--- src/rtl/core/epoch_seconds_to_calendar_top_macros.svh ---
// Assertion macros used by the calendar conversion pipeline.
`ifndef EPOCH_SECONDS_TO_CALENDAR_TOP_MACROS_SVH
`define EPOCH_SECONDS_TO_CALENDAR_TOP_MACROS_SVH

// Same-cycle implication, clocked on clk, off during reset.
`define ES2C_CHK_IMP(label, ante, cons, msg) \
    label: assert property (@(posedge clk) disable iff (!rst_n) (ante) |-> (cons)) \
        else $error(msg);

// Next-cycle implication, clocked on clk, off during reset.
`define ES2C_CHK_NXT(label, ante, cons, msg) \
    label: assert property (@(posedge clk) disable iff (!rst_n) (ante) |=> (cons)) \
        else $error(msg);

`endif

--- src/rtl/core/es2c_pkg.sv ---
// Types and constants for the epoch seconds to calendar converter.
package es2c_pkg;

    localparam int EPOCH_W     = 33;
    localparam int T_W         = 34;   // epoch plus offset, signed
    localparam int OFFSET_W    = 24;
    localparam int IN_TDATA_W  = 40;
    localparam int OUT_TDATA_W = 48;
    localparam int OUT_TUSER_W = 2;
    localparam int CFG_INDEX_W = 1;
    localparam int CFG_DATA_W  = 32;
    localparam int STAGES      = 8;

    // seconds -> days: drop 7 bits (86400 = 128 * 675), then reciprocal of 675
    localparam int          DAY_SHIFT     = 7;
    localparam logic [26:0] DAY_MUL       = 27'd101806633;
    localparam int          DAY_MUL_SHIFT = 36;
    localparam logic [9:0]  DAY_DIV       = 10'd675;
    localparam logic [16:0] DAYS_LIMIT    = 17'd47482;   // 2100-01-01
    localparam logic [16:0] DAYS_TO_1970  = 17'd731;     // from 1968-01-01

    localparam logic [16:0] QUAD_MUL       = 17'd91868;  // 1/1461
    localparam int          QUAD_MUL_SHIFT = 27;
    localparam logic [10:0] QUAD_DAYS      = 11'd1461;

    localparam logic [17:0] HOUR_MUL       = 18'd149131; // 1/3600
    localparam int          HOUR_MUL_SHIFT = 29;
    localparam logic [11:0] SECS_HOUR      = 12'd3600;

    localparam logic [12:0] MIN_MUL        = 13'd4370;   // 1/60
    localparam int          MIN_MUL_SHIFT  = 18;
    localparam logic [5:0]  SECS_MIN       = 6'd60;

    localparam logic [10:0] WDAY_MUL       = 11'd1171;   // 1/7
    localparam int          WDAY_MUL_SHIFT = 13;

    localparam logic [7:0]  YEAR_BASE      = 8'd68;
    localparam logic [10:0] DAYS_YEAR      = 11'd365;

    typedef enum logic [CFG_INDEX_W-1:0] {
        REG_LOCAL_MODE    = 1'b0,
        REG_LOCATION_WORD = 1'b1
    } reg_index_t;

    typedef enum logic [1:0] {
        ERR_OK       = 2'd0,
        ERR_NEGATIVE = 2'd1,
        ERR_RANGE    = 2'd2
    } err_code_t;

    typedef struct packed {
        logic                local_mode;
        logic                dst;
        logic [OFFSET_W-1:0] offset;
    } cfg_t;

    typedef struct packed {
        logic [5:0] second;
        logic [5:0] minute;
        logic [4:0] hour;
        logic [4:0] mday;
        logic [3:0] month;
        logic [7:0] years;
        logic [2:0] weekday;
        logic [8:0] doy;
        logic       dst;
        err_code_t  err;
    } result_t;

    typedef struct packed {
        logic dst;
        logic neg;
        logic ovf;
    } tag_t;

endpackage

--- src/rtl/core/epoch_seconds_to_calendar_top.sv ---
// Top level of the epoch seconds to calendar converter.
//
// Converts a signed 33-bit count of seconds since 1970-01-01 00:00 UTC into a
// broken-down calendar date, valid from 1970 through 2099. One beat is taken
// per clock unless a stall has filled every stage; each result passes through the
// eight-stage pipeline (offset add, day reciprocal multiply, day remainder,
// group and hour multiplies, group remainder, year and minute, month split,
// weekday modulo and result register). Every stage holds its own valid bit, so
// a stall on the master side only backs up to the input once every stage is
// occupied; bubbles are squeezed out. No memory, no clearing pass after reset.
// In local mode the signed 24-bit offset in location bits 23..0 is added
// before conversion and bit 31 is reported as the DST flag. A time below zero
// returns error code 1, a time at or beyond 2100-01-01 returns error code 2,
// both with all other fields zero. Write configuration only while idle.
module epoch_seconds_to_calendar_top
    import es2c_pkg::*;
(
    input  logic                   clk,
    input  logic                   rst_n,
    // configuration write port
    input  logic                   cfg_we,
    input  logic [CFG_INDEX_W-1:0] cfg_index,
    input  logic [CFG_DATA_W-1:0]  cfg_wdata,
    // input beats
    input  logic                   s_axis_tvalid,
    output logic                   s_axis_tready,
    input  logic [IN_TDATA_W-1:0]  s_axis_tdata,   // [32:0] epoch_seconds, rest zero
    // result beats
    output logic                   m_axis_tvalid,
    input  logic                   m_axis_tready,
    output logic [OUT_TDATA_W-1:0] m_axis_tdata,   // second, minute, hour, day_of_month,
                                                   // month, years_since_1900, weekday,
                                                   // day_of_year, dst_flag, zero pad
    output logic [OUT_TUSER_W-1:0] m_axis_tuser    // error_code
);

    logic                local_mode_reg;
    logic                loc_dst_reg;
    logic [OFFSET_W-1:0] loc_offset_reg;
    cfg_t                cfg;
    result_t             res;

    // config registers; index is only one bit wide so every code is a register
    always_ff @(posedge clk or negedge rst_n)
    begin
        if (!rst_n)
        begin
            local_mode_reg <= 1'b0;
            loc_dst_reg    <= 1'b0;
            loc_offset_reg <= '0;
        end
        else if (cfg_we)
        begin
            unique case (reg_index_t'(cfg_index))
                REG_LOCAL_MODE:
                begin
                    local_mode_reg <= cfg_wdata[0];
                end
                REG_LOCATION_WORD:
                begin
                    loc_dst_reg    <= cfg_wdata[CFG_DATA_W-1];
                    loc_offset_reg <= cfg_wdata[OFFSET_W-1:0];
                end
            endcase
        end
    end

    assign cfg.local_mode = local_mode_reg;
    assign cfg.dst        = loc_dst_reg;
    assign cfg.offset     = loc_offset_reg;

    es2c_pipe u_pipe
    (
        .clk       (clk),
        .rst_n     (rst_n),
        .cfg       (cfg),
        .in_valid  (s_axis_tvalid),
        .in_ready  (s_axis_tready),
        .in_epoch  (signed'(s_axis_tdata[EPOCH_W-1:0])),
        .out_valid (m_axis_tvalid),
        .out_ready (m_axis_tready),
        .out_res   (res)
    );

    // pack result fields, lowest bit first
    assign m_axis_tdata = {1'b0, res.dst, res.doy, res.weekday, res.years,
                           res.month, res.mday, res.hour, res.minute, res.second};
    assign m_axis_tuser = res.err;

endmodule

--- src/rtl/core/es2c_pipe.sv ---
// Eight-stage conversion pipeline with per-stage valid and bubble collapse.
`include "epoch_seconds_to_calendar_top_macros.svh"

module es2c_pipe
    import es2c_pkg::*;
(
    input  logic                      clk,
    input  logic                      rst_n,
    input  cfg_t                      cfg,
    input  logic                      in_valid,
    output logic                      in_ready,
    input  logic signed [EPOCH_W-1:0] in_epoch,
    output logic                      out_valid,
    input  logic                      out_ready,
    output result_t                   out_res
);

    logic [STAGES:1] v_reg;
    logic [STAGES:1] rdy;
    tag_t            tag_reg [1:STAGES-1];

    // stage 1: offset add
    logic signed [T_W-1:0] t_next, t1_reg, ofs_ext;
    // stage 2: reciprocal product for days
    logic [25:0] q1;
    logic [52:0] day_prod_next, day_prod_reg;
    logic [25:0] q1_reg;
    logic [6:0]  r1_reg;
    // stage 3: days, seconds of day
    logic [16:0] days;
    logic [26:0] days_x;
    logic [25:0] day_rem;
    logic [15:0] d3_reg;
    logic [16:0] secs3_reg;
    logic        ovf_next;
    // stage 4: four-year groups, hour
    logic [32:0] quad_prod;
    logic [34:0] hour_prod;
    logic [5:0]  quads4_reg;
    logic [4:0]  hour4_reg;
    logic [15:0] d4_reg;
    logic [16:0] secs4_reg;
    // stage 5: day within group, seconds within hour
    logic [10:0] extra5_reg;
    logic [7:0]  ybase5_reg;
    logic [11:0] remh5_reg;
    logic [4:0]  hour5_reg;
    // stage 6: year within group, minute
    logic [10:0] e1;
    logic [1:0]  xy;
    logic [8:0]  doy_next;
    logic [24:0] min_prod;
    logic [8:0]  doy6_reg;
    logic [7:0]  years6_reg;
    logic        leap6_reg;
    logic [5:0]  minute6_reg;
    logic [11:0] remh6_reg;
    logic [4:0]  hour6_reg;
    // stage 7: month split, second, weekday sum
    logic [8:0]  feb_end, r_late;
    logic        late;
    logic [7:0]  rr, mbase;
    logic [2:0]  off;
    logic [3:0]  mon_next;
    logic [4:0]  mday_next;
    logic [7:0]  ym1;
    logic [5:0]  second7_reg, minute7_reg;
    logic [4:0]  hour7_reg, mday7_reg;
    logic [3:0]  mon7_reg;
    logic [7:0]  years7_reg;
    logic [8:0]  doy7_reg;
    logic [9:0]  wsum7_reg;
    // stage 8: weekday modulo, error masking
    logic [20:0] wday_prod;
    logic [7:0]  wq;
    logic [2:0]  wday;
    result_t     res_next, res_reg;

    // ready chain: a stage moves when it is empty or the one after it moves
    always_comb
    begin
        rdy[STAGES] = !v_reg[STAGES] || out_ready;
        for (int i = STAGES - 1; i >= 1; i--)
        begin
            rdy[i] = !v_reg[i] || rdy[i + 1];
        end
    end

    assign in_ready  = rdy[1];
    assign out_valid = v_reg[STAGES];
    assign out_res   = res_reg;

    always_ff @(posedge clk or negedge rst_n)
    begin
        if (!rst_n)
        begin
            v_reg <= '0;
        end
        else
        begin
            if (rdy[1])
            begin
                v_reg[1] <= in_valid;
            end
            for (int i = 2; i <= STAGES; i++)
            begin
                if (rdy[i])
                begin
                    v_reg[i] <= v_reg[i - 1];
                end
            end
        end
    end

    // ---- stage 1
    always_comb
    begin
        ofs_ext = cfg.local_mode ? T_W'(signed'(cfg.offset)) : '0;
        t_next  = T_W'(in_epoch) + ofs_ext;
    end

    always_ff @(posedge clk)
    begin
        if (rdy[1])
        begin
            t1_reg         <= t_next;
            tag_reg[1].dst <= cfg.local_mode & cfg.dst;
            tag_reg[1].neg <= t_next[T_W-1];
            tag_reg[1].ovf <= 1'b0;
        end
    end

    // ---- stage 2
    always_comb
    begin
        q1            = t1_reg[EPOCH_W-1:DAY_SHIFT];
        day_prod_next = 53'(q1) * 53'(DAY_MUL);
    end

    always_ff @(posedge clk)
    begin
        if (rdy[2])
        begin
            day_prod_reg <= day_prod_next;
            q1_reg       <= q1;
            r1_reg       <= t1_reg[DAY_SHIFT-1:0];
            tag_reg[2]   <= tag_reg[1];
        end
    end

    // ---- stage 3
    always_comb
    begin
        days     = day_prod_reg[52:DAY_MUL_SHIFT];
        days_x   = 27'(days) * 27'(DAY_DIV);
        day_rem  = q1_reg - days_x[25:0];
        ovf_next = (days >= DAYS_LIMIT);
    end

    always_ff @(posedge clk)
    begin
        if (rdy[3])
        begin
            d3_reg         <= 16'(days + DAYS_TO_1970);
            secs3_reg      <= {day_rem[9:0], r1_reg};
            tag_reg[3].dst <= tag_reg[2].dst;
            tag_reg[3].neg <= tag_reg[2].neg;
            tag_reg[3].ovf <= ovf_next;
        end
    end

    // ---- stage 4
    always_comb
    begin
        quad_prod = 33'(d3_reg) * 33'(QUAD_MUL);
        hour_prod = 35'(secs3_reg) * 35'(HOUR_MUL);
    end

    always_ff @(posedge clk)
    begin
        if (rdy[4])
        begin
            quads4_reg <= quad_prod[QUAD_MUL_SHIFT+5:QUAD_MUL_SHIFT];
            hour4_reg  <= hour_prod[HOUR_MUL_SHIFT+4:HOUR_MUL_SHIFT];
            d4_reg     <= d3_reg;
            secs4_reg  <= secs3_reg;
            tag_reg[4] <= tag_reg[3];
        end
    end

    // ---- stage 5
    always_ff @(posedge clk)
    begin
        if (rdy[5])
        begin
            extra5_reg <= 11'(d4_reg - 16'(16'(quads4_reg) * 16'(QUAD_DAYS)));
            ybase5_reg <= 8'({quads4_reg, 2'b00}) + YEAR_BASE;
            remh5_reg  <= 12'(secs4_reg - 17'(17'(hour4_reg) * 17'(SECS_HOUR)));
            hour5_reg  <= hour4_reg;
            tag_reg[5] <= tag_reg[4];
        end
    end

    // ---- stage 6
    always_comb
    begin
        e1 = extra5_reg - 11'd1;
        priority if (extra5_reg == '0)
            xy = 2'd0;
        else if (e1 >= 11'(3 * DAYS_YEAR))
            xy = 2'd3;
        else if (e1 >= 11'(2 * DAYS_YEAR))
            xy = 2'd2;
        else if (e1 >= DAYS_YEAR)
            xy = 2'd1;
        else
            xy = 2'd0;

        unique case (xy)
            2'd0:    doy_next = extra5_reg[8:0];
            2'd1:    doy_next = 9'(e1 - DAYS_YEAR);
            2'd2:    doy_next = 9'(e1 - 11'(2 * DAYS_YEAR));
            default: doy_next = 9'(e1 - 11'(3 * DAYS_YEAR));
        endcase

        min_prod = 25'(remh5_reg) * 25'(MIN_MUL);
    end

    always_ff @(posedge clk)
    begin
        if (rdy[6])
        begin
            doy6_reg    <= doy_next;
            years6_reg  <= ybase5_reg + 8'(xy);
            leap6_reg   <= (xy == 2'd0);
            minute6_reg <= min_prod[MIN_MUL_SHIFT+5:MIN_MUL_SHIFT];
            remh6_reg   <= remh5_reg;
            hour6_reg   <= hour5_reg;
            tag_reg[6]  <= tag_reg[5];
        end
    end

    // ---- stage 7: March onward runs in two five-month blocks of 153 days
    always_comb
    begin
        feb_end   = leap6_reg ? 9'd60 : 9'd59;
        r_late    = doy6_reg - feb_end;
        late      = (r_late >= 9'd153);
        rr        = late ? 8'(r_late - 9'd153) : r_late[7:0];
        mon_next  = '0;
        mday_next = '0;

        priority if (rr >= 8'd122)
            off = 3'd4;
        else if (rr >= 8'd92)
            off = 3'd3;
        else if (rr >= 8'd61)
            off = 3'd2;
        else if (rr >= 8'd31)
            off = 3'd1;
        else
            off = 3'd0;

        unique case (off)
            3'd0:    mbase = 8'd0;
            3'd1:    mbase = 8'd31;
            3'd2:    mbase = 8'd61;
            3'd3:    mbase = 8'd92;
            default: mbase = 8'd122;
        endcase

        priority if (doy6_reg < feb_end)
        begin
            if (doy6_reg < 9'd31)
            begin
                mon_next  = 4'd0;
                mday_next = 5'(doy6_reg + 9'd1);
            end
            else
            begin
                mon_next  = 4'd1;
                mday_next = 5'(doy6_reg - 9'd30);
            end
        end
        else
        begin
            mon_next  = 4'(4'd2 + (late ? 4'd5 : 4'd0) + 4'(off));
            mday_next = 5'(rr - mbase + 8'd1);
        end

        ym1 = years6_reg - 8'd1;
    end

    always_ff @(posedge clk)
    begin
        if (rdy[7])
        begin
            second7_reg <= 6'(remh6_reg - 12'(12'(minute6_reg) * 12'(SECS_MIN)));
            minute7_reg <= minute6_reg;
            hour7_reg   <= hour6_reg;
            mday7_reg   <= mday_next;
            mon7_reg    <= mon_next;
            years7_reg  <= years6_reg;
            doy7_reg    <= doy6_reg;
            wsum7_reg   <= 10'(years6_reg) + 10'(ym1[7:2]) + 10'(doy6_reg) + 10'd1;
            tag_reg[7]  <= tag_reg[6];
        end
    end

    // ---- stage 8: result register
    always_comb
    begin
        wday_prod = 21'(wsum7_reg) * 21'(WDAY_MUL);
        wq        = wday_prod[WDAY_MUL_SHIFT+7:WDAY_MUL_SHIFT];
        wday      = 3'(wsum7_reg - 10'(10'(wq) * 10'd7));

        res_next = '0;
        priority if (tag_reg[7].neg)
        begin
            res_next.err = ERR_NEGATIVE;
        end
        else if (tag_reg[7].ovf)
        begin
            res_next.err = ERR_RANGE;
        end
        else
        begin
            res_next.second  = second7_reg;
            res_next.minute  = minute7_reg;
            res_next.hour    = hour7_reg;
            res_next.mday    = mday7_reg;
            res_next.month   = mon7_reg;
            res_next.years   = years7_reg;
            res_next.weekday = wday;
            res_next.doy     = doy7_reg;
            res_next.dst     = tag_reg[7].dst;
            res_next.err     = ERR_OK;
        end
    end

    always_ff @(posedge clk)
    begin
        if (rdy[8])
        begin
            res_reg <= res_next;
        end
    end

    `ES2C_CHK_IMP(a_full_stall, !in_ready, out_valid && !out_ready,
        "input stalled while pipeline has room")
    `ES2C_CHK_IMP(a_err_zero, out_valid && (out_res.err != ERR_OK),
        out_res[$bits(result_t)-1:2] == '0, "error result carries nonzero fields")
    `ES2C_CHK_IMP(a_ok_range, out_valid && (out_res.err == ERR_OK),
        out_res.second < 6'd60 && out_res.minute < 6'd60 && out_res.hour < 5'd24 &&
        out_res.month < 4'd12 && out_res.mday != 5'd0 && out_res.weekday < 3'd7,
        "calendar field out of range")
    `ES2C_CHK_NXT(a_stage_hold, v_reg[4] && !rdy[5], v_reg[4] && $stable(d4_reg),
        "stalled stage lost its beat")

endmodule
--- config.mk ---
export PLATFORM = sky130hd
export DESIGN_NAME = epoch_seconds_to_calendar_top
export DESIGN_NICKNAME = d
export VERILOG_FILES = /design/src/rtl/core/es2c_pkg.sv /design/src/rtl/core/epoch_seconds_to_calendar_top.sv /design/src/rtl/core/es2c_pipe.sv
export VERILOG_INCLUDE_DIRS = /design/src /design/src/rtl/core
export SDC_FILE = /design/constraint.sdc
export NUM_CORES = 2
export LEC_CHECK = 0
export CAP_MARGIN = 20
export CORE_MARGIN = 1
export CORE_UTILIZATION = 45
export CTS_BUF_LIST = sky130_fd_sc_hd__clkbuf_8
export DETAILED_ROUTE_END_ITERATION = 10
export DONT_BUFFER_PORTS = 1
export HOLD_SLACK_MARGIN = 0.12
export MAX_ROUTING_LAYER = met4
export PLACE_DENSITY = 0.7
export SYNTH_ARGS = -nofsm -noshare
export SYNTH_HDL_FRONTEND = slang
export SYNTH_HIERARCHICAL = 1
export SYNTH_SLANG_ARGS = --single-unit
--- constraint.sdc ---
create_clock -name clk -period 19.8 [get_ports clk]
set_input_delay 3.96 -clock clk [delete_from_list [all_inputs] [get_ports clk]]
set_output_delay 3.96 -clock clk [all_outputs]
set_load 0.02 [all_outputs]
# --- Yosys cells after proc, flatten, opt, wreduce, memory -nomap -nowiden ---
# Memories as Yosys holds them, arrays and structs flattened.
# Cells that the tools add are included.
classes:
  add_sub_neg: 25
  magnitude_cmp: 11
  bitwise: 2
  n_reduce_logical: 22
  n_eq_ne: 5
  muxes: 33
  mul: 10
op_table:
  columns: ["cell", "n"]
  rows:
  - ["$mul A26 B27 Y53 const B", 1]
  - ["$add A33 B34 Y34", 1]
  - ["$mul A17 B18 Y34 const B", 1]
  - ["$mux W34", 1]
  - ["$mul A16 B15 Y31 const B", 1]
  - ["$pmux W9 S3", 1]
  - ["$mul A12 B12 Y23 const B", 1]
  - ["$mul A10 B11 Y21 const B", 1]
  - ["$pmux W5 S4", 1]
  - ["$ge A17 B16 Y1 const B", 1]
  - ["$mul A17 B10 Y10 const B", 1]
  - ["$mux W1", 17]
  - ["$add A16 B10 Y16 const B", 1]
  - ["$ge A8 B7 Y1 const B", 2]
  - ["$mux W3", 5]
  - ["$sub A12 B12 Y12", 1]
  - ["$ge A11 B10 Y1 const B", 1]
  - ["$ge A11 B11 Y1 const B", 1]
  - ["$ge A11 B9 Y1 const B", 1]
  - ["$logic_not A11 Y1", 1]
  - ["$mul A6 B11 Y11 const B", 1]
  - ["$sub A11 B1 Y11 const B", 1]
  - ["$sub A11 B11 Y11", 1]
  - ["$add A10 B1 Y10 const B", 1]
  - ["42 further kinds", 63]
word_totals:
  mem_count: 1
  output_inout_bits: 52
  elab_cells: 158
  ramBits: 21
  ff_bits: 377
memory_table:
  columns: ["memory", "words", "width", "read_ports", "rd_clocked_by_memory_dff", "write_ports", "line", "source"]
  rows:
  - ["u_pipe.tag_reg", 7, 3, 7, 0, 7, "es2c_pipe.sv:20", "tag_t tag_reg [1:STAGES-1];"]

# --- Logic depth before layout (Yosys ltp) ---
depth:
  ltp_word: 14
  mapped_depth: 26

# --- Cells and area by module ---
# Netlist, hierarchy kept.
modules_own_cells:
  columns: ["mod", "cells_per_inst", "seq_area_each_um2", "area_each_um2", "instances"]
  rows:
  - ["es2c_pipe", 3427, 9929.5, 38560.7, 1]
  - ["epoch_seconds_to_calendar_top", 58, 650.6, 1087.3, 1]

# --- Worst setup path after synthesis ---
# No wires, ideal clock.
synth_path:
  path_type: "input to output"
  startpoint: "in m_axis_tready"
  endpoint: "out s_axis_tready"
  cell_stages: 6
  arrival_ps: 7816
  path_buffers: 0
  path_slack_ps: 8024
  t_required_ps: 15840
  path_cell_list: "nor2b_1 > nand3_1 > nor2_1 > nand3_1 > inv_1 > nand3_1"
synth_via:
  elab_chain_cells: 8
synth_lines:
  columns: ["element", "line", "source"]
  rows:
  - ["start, declared", "epoch_seconds_to_calendar_top.sv:30", "input logic m_axis_tready,"]
  - ["$logic_or A1 B1 Y1", "es2c_pipe.sv:82", "rdy[STAGES] = !v_reg[STAGES] || out_ready;"]
  - ["$logic_or A1 B1 Y1 (2 in series)", "es2c_pipe.sv:85", "rdy[i] = !v_reg[i] || rdy[i + 1];"]
  - ["via u_pipe.rdy (one bit)", "es2c_pipe.sv:19", "logic [STAGES:1] rdy;"]
  - ["$logic_or A1 B1 Y1 (3 in series)", "es2c_pipe.sv:85", null]
  - ["via u_pipe.rdy (one bit)", "es2c_pipe.sv:19", null]
  - ["$logic_or A1 B1 Y1 (2 in series)", "es2c_pipe.sv:85", null]
  - ["end, declared", "epoch_seconds_to_calendar_top.sv:26", "output logic s_axis_tready,"]
# The timed path passes the listed nets, and every way through them passes these cells.

# --- Worst setup path after layout ---
# Ends and elaborated chain as after synthesis.

==> flow_metrics.env <==
export IMPL_outcome="finished, final reports clean"
export IMPL_rows=108
export IMPL_grt_pass1_wl_mm=123
export IMPL_finalSetupTns_ps=0
export IMPL_synth_ff_type="edfxtp_1"
export IMPL_grtUsageTotal_pct=17.4
export IMPL_maxCapViolCount=0
export IMPL_setup_viol=0
export IMPL_boundaryPins=130
export IMPL_reg2reg_depth=19
export IMPL_post_route_min_period_ps=10670
export IMPL_final_max_slew_viol_count=0
export IMPL_cts_setup_buffers=0
export IMPL_rsz0062_at_grt="false"
export IMPL_start_util_pct=45.6
export IMPL_h_tree_depth=2
export IMPL_num_vias=23700
export IMPL_relSlewSlack_pct=33.3
export IMPL_yosysWarnings=6
export IMPL_syn_to_final_growth_pct=6.41
export IMPL_drive_above_1_share_pct=4.51
export IMPL_grt_pass1_vias=25300
export IMPL_first_iter_violations=815
export IMPL_clk_pin_slew_ps=60
export IMPL_final_common_cell="ha_1"
export IMPL_firstDrtPassIters=7
export IMPL_cts_made_buffers=59
export IMPL_ctsResizeCount=0
export IMPL_synthesis_area_sq_um=39600
export IMPL_clock_root_buffer="clkbuf_8"
export IMPL_die_h_microns=299
export IMPL_clock_sinks=358
export IMPL_drtAntennaViolNets=0
export IMPL_skew_ps=43.5
export IMPL_routed_wl_mm=72.8
export IMPL_async_flop_share_pct=9.50
export IMPL_endpoint_kind="output port"
export IMPL_path_class="in2out"
export IMPL_hpwl_mm=60.6
export IMPL_cts_path_max_buffers=3
export IMPL_crit_start="m_axis_tready"
export IMPL_largest_register_ffs=49
export IMPL_antennaDiodeCount=0
export IMPL_via_per_inst=5.02
export IMPL_grt_max_degree=50
export IMPL_nNetsFinal=4847
export IMPL_synth_nets=4808
export IMPL_synth_cell_types=90
export IMPL_worst_ep_arrival_time_ps=6710
export IMPL_synth_seq_area_share_pct=26.7
export IMPL_min_path_type="reg2reg"
export IMPL_gp_congestion=0.922
export IMPL_rr_startpoint="u_pipe/t1_reg[25]"
export IMPL_holdBufCountCts=0
export IMPL_fp_dieW_microns=299
export IMPL_cts_tree="yes"
export IMPL_die_area_sq_um=89300
export IMPL_worst_pin_slew_ps=975
export IMPL_r2r_end="u_pipe/day_prod_reg[52]"
export IMPL_crit_required_ps=15840
export IMPL_antenna_found_initial=0
export IMPL_io_buffers=0
export IMPL_coreArea_sq_um=87000
export IMPL_min_path_cells=0
export IMPL_post_drt_wl_per_cell_microns=15.4
export IMPL_max_freq_mhz=93.7
export IMPL_synth_cells=3485
export IMPL_overflow=0
export IMPL_synth_seq_cells=358
export IMPL_mostFrequentLayoutCells="ha_1 (831), inv_1 (780), fa_1 (414)"
export IMPL_hp_start="u_pipe/hour6_reg[3]"
export IMPL_reg2reg_slack_ps=12000
export IMPL_final_period_utilization_pct=53.9
export IMPL_start_kind="input pin"
export IMPL_drc=0
export IMPL_crit_path_max_fanout=40
export IMPL_synth_edf_count=324
export IMPL_min_to="u_pipe/hour7_reg[3]"
export IMPL_clk_latency_ps=680
export IMPL_syn_avg_cell_area_sq_um=11.4
export IMPL_final_hold_viol_count=0
worst max-delay path by stage:
stage / slack (ps) / cells past startpoint / endpoint
2_1_floorplan: 8020 / 6 / s_axis_tready
3_3_place_gp: 9150 / 8 / s_axis_tready
3_5_place_dp: 9100 / 8 / s_axis_tready
4_1_cts: 9090 / 8 / s_axis_tready
5_1_grt: 8850 / 8 / s_axis_tready
6_report: 9130 / 8 / s_axis_tready
synth_stat cells, drive strengths merged (30+ instances only):
cell type | n | share of area (%)
a21o | 59 | 1.1
a21oi | 114 | 1.4
and2 | 77 | 1.2
dfrtp | 34 | 2.1
edfxtp | 324 | 25
fa | 414 | 21
ha | 831 | 26
inv | 768 | 7.3
nand2 | 79 | 0.77
nand2b | 30 | 0.47
nand3 | 35 | 0.44
nor2 | 86 | 0.82
nor3 | 32 | 0.43
o21ai | 80 | 1.0
xnor2 | 142 | 3.2
xor2 | 54 | 1.2
logic make-up after synthesis:
family          after synthesis  share of synthesized area (%)
xor+xnor                    196                           4.37
mux                          34                           1.14
compound gates              427                           7.21
fa+ha+maj                  1245                           47.1
other cells                   1                        0.00946
buf+inv                     800                           7.77
flops                       358                           26.7
simple gates                424                           5.69
through the flow:
stage	cell area [sq um]	utilization (%)	instances	setup slack, ps	hold WS (ps)
2_1_floorplan	39600	-	3485	8020	400
3_3_place_gp	41000	47.1	4618	9150	401
3_5_place_dp	41000	47.1	4618	9100	405
4_1_cts	42200	48.5	4728	9090	414
5_1_grt	42200	48.5	4728	8850	419
6_report	42200	48.5	4728	9130	406
per-layer routing:
layer / vias up / share of wire, % / track usage, %
li1: 11700 / - / -
met1: 11500 / 43 / 21.2
met2: 388 / 51 / 30.5
met3: 118 / 3.6 / 2.26
met4: 0 / 2.3 / 4.48
met5: - / 0 / -
worst max-delay path, cell delays in order:
cell and delay (ps):
nor2b_1 370, nand3_2 830, nor2_1 560, nand3_2 100, buf_4 300, inv_1 160, nand3_2 70, buf_4 280
area by class of cell:
cell class	count	area, sq um
sequential	358	10600
timing repair buffer	9	67.6
clock buffer	66	908
inverter	769	2890
multi-input combinational	2327	26000
clock inverter	44	289
tap	1155	1450
fill	7902	44800
Power is not shown: default switching activity piles up to over one toggle a cycle in this logic, so the estimate is an artifact.
